<file path="src/design/gdad_pkg.sv">
// Shared types, constants and the control store for the Gregorian date-add unit.
// Holds the request and result payload types and the microcode table.
// Used by gdad_seq, gdad_dp and gregorian_date_add_days_unit.
package gdad_pkg;

  typedef struct packed {
    logic [4:0]  start_day;
    logic [3:0]  start_month;
    logic [13:0] start_year;
    logic [15:0] days_to_add;
  } req_t;

  typedef struct packed {
    logic [4:0]  end_day;
    logic [3:0]  end_month;
    logic [13:0] end_year;
    logic        start_invalid;
  } rsp_t;

  typedef enum logic [2:0] {
    OP_NOP,
    OP_LOAD,
    OP_CHECK,
    OP_MONTH,
    OP_EMIT
  } op_t;

  typedef enum logic [2:0] {
    COND_NEXT,
    COND_ALWAYS,
    COND_NO_REQ,
    COND_INVALID,
    COND_MORE,
    COND_OUT_BUSY
  } cond_t;

  typedef logic [2:0] step_t;

  typedef struct packed {
    op_t   op;
    cond_t cond;
    step_t target;
  } ctrl_word_t;

  typedef struct packed {
    logic invalid;
    logic more;
    logic out_busy;
  } status_t;

  localparam step_t STEP_IDLE   = 3'd0;
  localparam step_t STEP_SETTLE = 3'd1;
  localparam step_t STEP_CHECK  = 3'd2;
  localparam step_t STEP_MONTH  = 3'd3;
  localparam step_t STEP_EMIT   = 3'd4;
  localparam step_t STEP_RETURN = 3'd5;

  // Year / 100 is taken as (year * LEAP_RECIP) >> LEAP_SHIFT, exact for 14-bit years.
  localparam logic [16:0] LEAP_RECIP = 17'd5243;
  localparam int          LEAP_SHIFT = 19;
  localparam logic [3:0]  MONTH_DEC  = 4'd12;
  localparam logic [3:0]  MONTH_JAN  = 4'd1;
  localparam logic [6:0]  CENTURY    = 7'd100;

  function automatic ctrl_word_t ucode(input step_t s);
    ctrl_word_t w;
    unique case (s)
      STEP_IDLE:   w = '{op: OP_LOAD,  cond: COND_NO_REQ,   target: STEP_IDLE};
      STEP_SETTLE: w = '{op: OP_NOP,   cond: COND_NEXT,     target: STEP_IDLE};
      STEP_CHECK:  w = '{op: OP_CHECK, cond: COND_INVALID,  target: STEP_EMIT};
      STEP_MONTH:  w = '{op: OP_MONTH, cond: COND_MORE,     target: STEP_MONTH};
      STEP_EMIT:   w = '{op: OP_EMIT,  cond: COND_OUT_BUSY, target: STEP_EMIT};
      STEP_RETURN: w = '{op: OP_NOP,   cond: COND_ALWAYS,   target: STEP_IDLE};
      default:     w = '{op: OP_NOP,   cond: COND_ALWAYS,   target: STEP_IDLE};
    endcase
    return w;
  endfunction

  function automatic logic [4:0] month_days(input logic [3:0] m, input logic leap);
    logic [4:0] d;
    unique case (m)
      4'd2:                      d = leap ? 5'd29 : 5'd28;
      4'd4, 4'd6, 4'd9, 4'd11:   d = 5'd30;
      default:                   d = 5'd31;
    endcase
    return d;
  endfunction

endpackage

</file>
<file path="src/design/gdad_seq.sv">
// Microcode sequencer: step counter, control store lookup and conditional jumps.
// Depends on gdad_pkg for the control word, status and step constants.
module gdad_seq (
  input  logic              clk,
  input  logic              rst,
  input  logic              req_valid,
  input  gdad_pkg::status_t status,
  output logic              req_stall,
  output gdad_pkg::op_t     op
);

  gdad_pkg::step_t      upc;
  gdad_pkg::step_t      upc_next;
  gdad_pkg::ctrl_word_t cw;
  logic                 take;

  always_comb begin
    cw = gdad_pkg::ucode(upc);
    unique case (cw.cond)
      gdad_pkg::COND_NEXT:     take = 1'b0;
      gdad_pkg::COND_ALWAYS:   take = 1'b1;
      gdad_pkg::COND_NO_REQ:   take = !req_valid;
      gdad_pkg::COND_INVALID:  take = status.invalid;
      gdad_pkg::COND_MORE:     take = status.more;
      gdad_pkg::COND_OUT_BUSY: take = status.out_busy;
      default:                 take = 1'b0;
    endcase
    upc_next = take ? cw.target : gdad_pkg::step_t'(upc + 3'd1);
  end

  always_comb begin
    op        = cw.op;
    req_stall = (upc != gdad_pkg::STEP_IDLE);
  end

  always_ff @(posedge clk) begin
    if (rst) begin
      upc <= gdad_pkg::STEP_IDLE;
    end else begin
      upc <= upc_next;
    end
  end

endmodule

</file>
<file path="src/design/gdad_dp.sv">
// Datapath for the date-add unit: date and count registers, leap logic and result register.
// Depends on gdad_pkg for payload types, operations and month lengths.
module gdad_dp (
  input  logic              clk,
  input  logic              rst,
  input  gdad_pkg::op_t     op,
  input  gdad_pkg::req_t    req,
  input  logic              rsp_stall,
  output gdad_pkg::status_t status,
  output logic              rsp_valid,
  output gdad_pkg::rsp_t    rsp
);

  logic [4:0]  day;
  logic [3:0]  month;
  logic [13:0] year;
  logic [15:0] n;
  logic [7:0]  q;
  logic        bad;

  logic [26:0] prod;
  logic [13:0] hundreds;
  logic        r_zero;
  logic        leap;
  logic [4:0]  dim;
  logic [16:0] day_plus_n;
  logic        fits;
  logic        out_busy;

  always_comb begin
    prod       = 27'(year) * 27'(gdad_pkg::LEAP_RECIP);
    hundreds   = 14'(15'(q) * 15'(gdad_pkg::CENTURY));
    r_zero     = (year == hundreds);
    leap       = ((year[1:0] == 2'd0) && !r_zero) || (r_zero && (q[1:0] == 2'd0));
    dim        = gdad_pkg::month_days(month, leap);
    day_plus_n = 17'(day) + 17'(n);
    fits       = (day_plus_n <= 17'(dim));
    out_busy   = rsp_valid && rsp_stall;
    status.invalid  = (year == 14'd0) || (month == 4'd0) || (month > gdad_pkg::MONTH_DEC)
                      || (day == 5'd0) || (day > dim);
    status.more     = (n != 16'd0) && !fits;
    status.out_busy = out_busy;
  end

  // The quotient is registered from the year and catches up in the cycle after a year change;
  // the month after a year change is January, whose length does not depend on it.
  always_ff @(posedge clk) begin
    q <= prod[gdad_pkg::LEAP_SHIFT +: 8];
    unique case (op)
      gdad_pkg::OP_LOAD: begin
        day   <= req.start_day;
        month <= req.start_month;
        year  <= req.start_year;
        n     <= req.days_to_add;
      end
      gdad_pkg::OP_CHECK: begin
        bad <= status.invalid;
      end
      gdad_pkg::OP_MONTH: begin
        if (n != 16'd0) begin
          if (fits) begin
            day <= day_plus_n[4:0];
            n   <= 16'd0;
          end else begin
            n   <= n - (16'(dim) - 16'(day) + 16'd1);
            day <= 5'd1;
            if (month == gdad_pkg::MONTH_DEC) begin
              month <= gdad_pkg::MONTH_JAN;
              year  <= year + 14'd1;
            end else begin
              month <= month + 4'd1;
            end
          end
        end
      end
      default: begin
      end
    endcase
  end

  always_ff @(posedge clk) begin
    if ((op == gdad_pkg::OP_EMIT) && !out_busy) begin
      rsp <= '{end_day: day, end_month: month, end_year: year, start_invalid: bad};
    end
  end

  always_ff @(posedge clk) begin
    if (rst) begin
      rsp_valid <= 1'b0;
    end else if ((op == gdad_pkg::OP_EMIT) && !out_busy) begin
      rsp_valid <= 1'b1;
    end else if (rsp_valid && !rsp_stall) begin
      rsp_valid <= 1'b0;
    end
  end

endmodule

</file>
<file path="src/design/gregorian_date_add_days_unit.sv">
// Top level of the Gregorian date-add unit: a microcoded sequencer driving the datapath.
// Depends on gdad_pkg, gdad_seq and gdad_dp.
//
//   channel  direction  payload          handshake
//   request  in         gdad_pkg::req_t  req_valid / req_stall
//   result   out        gdad_pkg::rsp_t  rsp_valid / rsp_stall
//
// After a request is accepted and loaded, the sequencer runs its settle and check steps,
// then its month step, which crosses one month boundary per cycle and adds the last days
// as it leaves, and then its emit step, which stores the result; an invalid start date
// goes from check straight to emit. The return step follows before the next request is
// taken; one request is in work at a time. The result register frees the sequencer once
// the result is stored; rsp_stall holds it at emit only while a previous result waits.
// Reset is synchronous and clears the step counter and the result valid flag.
module gregorian_date_add_days_unit (
  input  logic           clk,
  input  logic           rst,
  input  logic           req_valid,
  output logic           req_stall,
  input  gdad_pkg::req_t req,
  output logic           rsp_valid,
  input  logic           rsp_stall,
  output gdad_pkg::rsp_t rsp
);

  gdad_pkg::op_t     op;
  gdad_pkg::status_t status;

  gdad_seq u_seq (
    .clk       (clk),
    .rst       (rst),
    .req_valid (req_valid),
    .status    (status),
    .req_stall (req_stall),
    .op        (op)
  );

  gdad_dp u_dp (
    .clk       (clk),
    .rst       (rst),
    .op        (op),
    .req       (req),
    .rsp_stall (rsp_stall),
    .status    (status),
    .rsp_valid (rsp_valid),
    .rsp       (rsp)
  );

endmodule
</file>
<file path="config.mk">
export PLATFORM = sky130hd
export DESIGN_NAME = gregorian_date_add_days_unit
export DESIGN_NICKNAME = d
export VERILOG_FILES = /design/src/design/gdad_pkg.sv /design/src/design/gdad_seq.sv /design/src/design/gdad_dp.sv /design/src/design/gregorian_date_add_days_unit.sv
export SDC_FILE = /design/constraint.sdc
export NUM_CORES = 1
export LEC_CHECK = 0
export BUFFER_PORTS_ARGS = -buffer_cell sky130_fd_sc_hd__buf_2
export CAP_MARGIN = 20
export CORE_MARGIN = 4
export CORE_UTILIZATION = 50
export CTS_BUF_LIST = sky130_fd_sc_hd__clkbuf_2
export DETAILED_ROUTE_END_ITERATION = 8
export PLACE_DENSITY = 0.68
export SYNTH_ARGS = -nofsm -noshare
export SYNTH_HDL_FRONTEND = slang
export SYNTH_SLANG_ARGS = --single-unit
</file>
<file path="constraint.sdc">
create_clock -name clk -period 15.65 [get_ports clk]
set_clock_uncertainty 0.2 [all_clocks]
set_input_delay 0.7825 -clock clk [delete_from_list [all_inputs] [get_ports clk]]
set_output_delay 0.7825 -clock clk [all_outputs]
set_load 0.03 [all_outputs]
</file>
==> flow_summary.json <==
{
  "crit_path_end_kind": "flip-flop",
  "synthMuxAreaShare_pct": 0.755,
  "clock_latency_ns": 0.56,
  "worstPathRequired_ns": 15.79,
  "hold_end": "u_dp.rsp_valid$_SDFFE_PP0P_",
  "worst_pin_slew_ns": 0.821,
  "slew_headroom_pct": 45.3,
  "drtIter0Drc": 417,
  "dieHeight_microns": 141,
  "finalSetupTns_ns": 0,
  "synth_area_sq_um": 8790,
  "cp_max_fo": 11,
  "grt_first_pass_wirelength_microns": 32700,
  "setup_ws_ns": 8.69,
  "numCtsBuffers": 9,
  "place_area_sq_um": 9400,
  "routed_wl_microns": 19200,
  "num_vias": 6520,
  "clockBufferDepth": 2,
  "wl_per_cell_microns": 16.3,
  "synth_fp_nets": 1162,
  "cap_violations": 0,
  "clockRootBuffer": "clkbuf_2",
  "area_growth_pct": 8.37,
  "drc": 0,
  "synth-seq-area-share_pct": 24.6,
  "synth_most_common_cell": "ha_1",
  "track_usage_pct": 20.2,
  "worstPathCellList": "ha_1 -> ha_1 -> fa_1 -> ha_1 -> nor2b_1 -> o21ai_0 -> nand2b_1 -> a2111o_1 -> o211a_1 -> o41ai_1 -> a21o_1 -> ha_1 -> nor2b_1 -> nor3b_1 -> nand3_1 -> ha_1 -> or3_1 -> a21oi_1 -> o31ai_1 -> o41ai_1 -> o21ai_0 -> xor2_1 -> a22o_1",
  "nets": 1231,
  "cts_hold_buf": 0,
  "gp_congestion": 0.891,
  "h-tree-depth": 3,
  "first_pass_iters": 5,
  "synth_fa_ha_area_share_pct": 40.3,
  "netlist_instances": 877,
  "synth-compound-area-share_pct": 11.8,
  "ant_nets": 0,
  "crit_type": "flip-flop to flip-flop",
  "yosys.area_share.simple_pct": 10.5,
  "hold_viol": 0,
  "cp-start-kind": "flip-flop",
  "reg2reg_to": "u_dp.n[14]$_DFFE_PP_",
  "timing.fmax_ghz": 0.144,
  "drive_gt1_share_pct": 10.5,
  "startpoint": "u_dp.q[2]$_DFF_P_",
  "fin_area_sq_um": 9520,
  "fp.dieW_microns": 141,
  "netlist.top_cell.by_area": "ha_1",
  "rrSetupSlack_ns": 8.69,
  "globalRouteOverflowTotal": 0,
  "die_area_sq_um": 19800,
  "grt_pass1_vias": 6547,
  "status": "complete, no violations",
  "avgSynthCellArea_sq_um": 10.0,
  "finalMaxSlewViolations": 0,
  "core-area_sq_um": 17200,
  "worstHoldStart": "rst",
  "io_buffer_count": 68,
  "ys_seq_elements": 76,
  "pre_cts_ws_ns": 8.78,
  "max_stage_delay_ns": 0.49,
  "cts_resized": 0,
  "viasPerCell": 5.54,
  "synth_enable_flop_cells": 64,
  "synth_top_cell_area_share_pct": 24.6,
  "cp.arrival_ns": 7.10,
  "antenna_found_initial": 0,
  "critPathSlowestCell": "nand3_1",
  "start_util_pct": 51.0,
  "yosysWarningCount": 0,
  "ys.flop_type": "edfxtp_1",
  "synth_xor_area_share_pct": 5.48,
  "rsz0062_at_grt": "false",
  "num_io_pins": 69,
  "synth.area.top_cells": "ha_1 (25%), edfxtp_1 (22%), fa_1 (16%), inv_1 (5.8%), xnor2_1 (3.3%)",
  "path_common_cell": "ha_1",
  "postCtsSetupRepairBufs": 0,
  "clkTransAtPathRegs_ns": 0.24,
  "hold_path_class": "input pin to flip-flop",
  "setup_viol": 0,
  "rows": 48,
  "cts_tree": "yes",
  "diodes": 0,
  "r2r-start": "u_dp.q[2]$_DFF_P_",
  "ff2ff_path_depth": 23,
  "synth_commonest_cells": "ha_1 (173), inv_1 (136), nand2_1 (74), fa_1 (69), edfxtp_1 (64)",
  "synthArstFlopShare_pct": 0,
  "synth.distinct_cells": 60,
  "hpwl_microns": 15300,
  "clock_sinks": 76,
  "grt_max_degree": 65,
  "synth_top_family_by_area": "adder cells",
  "fin_crit_ns": 6.96,
  "hold_depth": 2,
  "fin_crit_sh_pct": 44.5
}
state kept, by name, summed over array words and instances, names as in the netlist:
| signal | flops |
|---|---|
| u_dp.q | 8 |
| u_dp.year | 14 |
| u_dp.month | 4 |
| u_seq.upc | 3 |
| u_dp.n | 16 |
| u_dp.day | 5 |
| u_dp.rsp_valid | 1 |
| u_dp.rsp | 24 |
| u_dp.bad | 1 |
cell type report:
class                   instances  area [sq um]
fillers                      1524          7710
multi-input cells             651          6080
flip-flops and latches         76          2160
inverters                     136           510
repair buffers                 72           370
well taps                     225           282
clock inverters                 7          75.1
clock buffers                   9          45.0
metal layers:
metal / global-route usage (%) / up-vias / routed length (microns)
met4: 3.01 / 0 / 175
met1: 30.4 / 3137 / 9580
met2: 31.8 / 169 / 8480
li1: - / 3193 / -
met5: 0 / - / 0
met3: 2.78 / 21 / 952
kinds of logic after synthesis:
group	Yosys count
fa+ha+maj	242
compound gates	156
buf+inv	150
xor+xnor	55
simple gates	192
flops	76
mux	6
metrics by stage:
stage	hold WS (ns)	utilization, %	std cells
after floorplan	0.200	-	877
after global placement	0.206	54.6	1160
after detailed placement	0.229	54.6	1160
after CTS	0.165	55.3	1176
after global routing	0.173	55.3	1176
final	0.217	55.3	1176
how the worst max path moves through the flow:
stage	end	slack (ns)	depth (start not counted)
final	u_dp.n[14]$_DFFE_PP_	8.69	23
after global routing	u_dp.n[14]$_DFFE_PP_	8.28	23
after CTS	u_dp.n[14]$_DFFE_PP_	8.72	23
after detailed placement	u_dp.n[14]$_DFFE_PP_	8.78	23
after global placement	u_dp.n[14]$_DFFE_PP_	8.98	23
after floorplan	u_dp.n[14]$_DFFE_PP_	9.45	23
worst max-delay path, delay by kind of cell (launching register included):
family	cells	cell delay [ns]
adders and majority gates	6	2.02
xor gates and xnor gates	1	0.16
DFF	1	0.40
and+or+nand+nor	6	1.51
AOI/OAI and AO/OA	10	2.43
cell usage in the layout, fill, tap and decap left out, types with 4 or more instances in the layout:
master    netlist  final
o41ai_1         4      4
a211oi_1       10     10
xnor2_1        33     33
fa_1           69     69
o21bai_1        4      4
mux2i_1         4      4
a21o_1         12     12
and3_1         10     10
or3_1           5      4
nand2b_1        5      5
xor2_1         22     22
buf_2           3     68
or2_2           4      4
o21ai_0        41     41
nor4_1          5      5
nor3_1         15     14
edfxtp_1       64     64
nand3_1        15     15
buf_4           0      4
o211ai_1        5      5
inv_1         136    136
nor2_1         34     34
o31ai_1        14     14
and4_1          4      4
a21oi_1        34     33
dfxtp_1        12     12
nand2_1        74     74
nand4_1         5      5
clkbuf_2        0      9
ha_1          173    173
and2_1          4      4
Power is not shown: default switching activity piles up to over one toggle a cycle in this logic, so the estimate is an artifact.
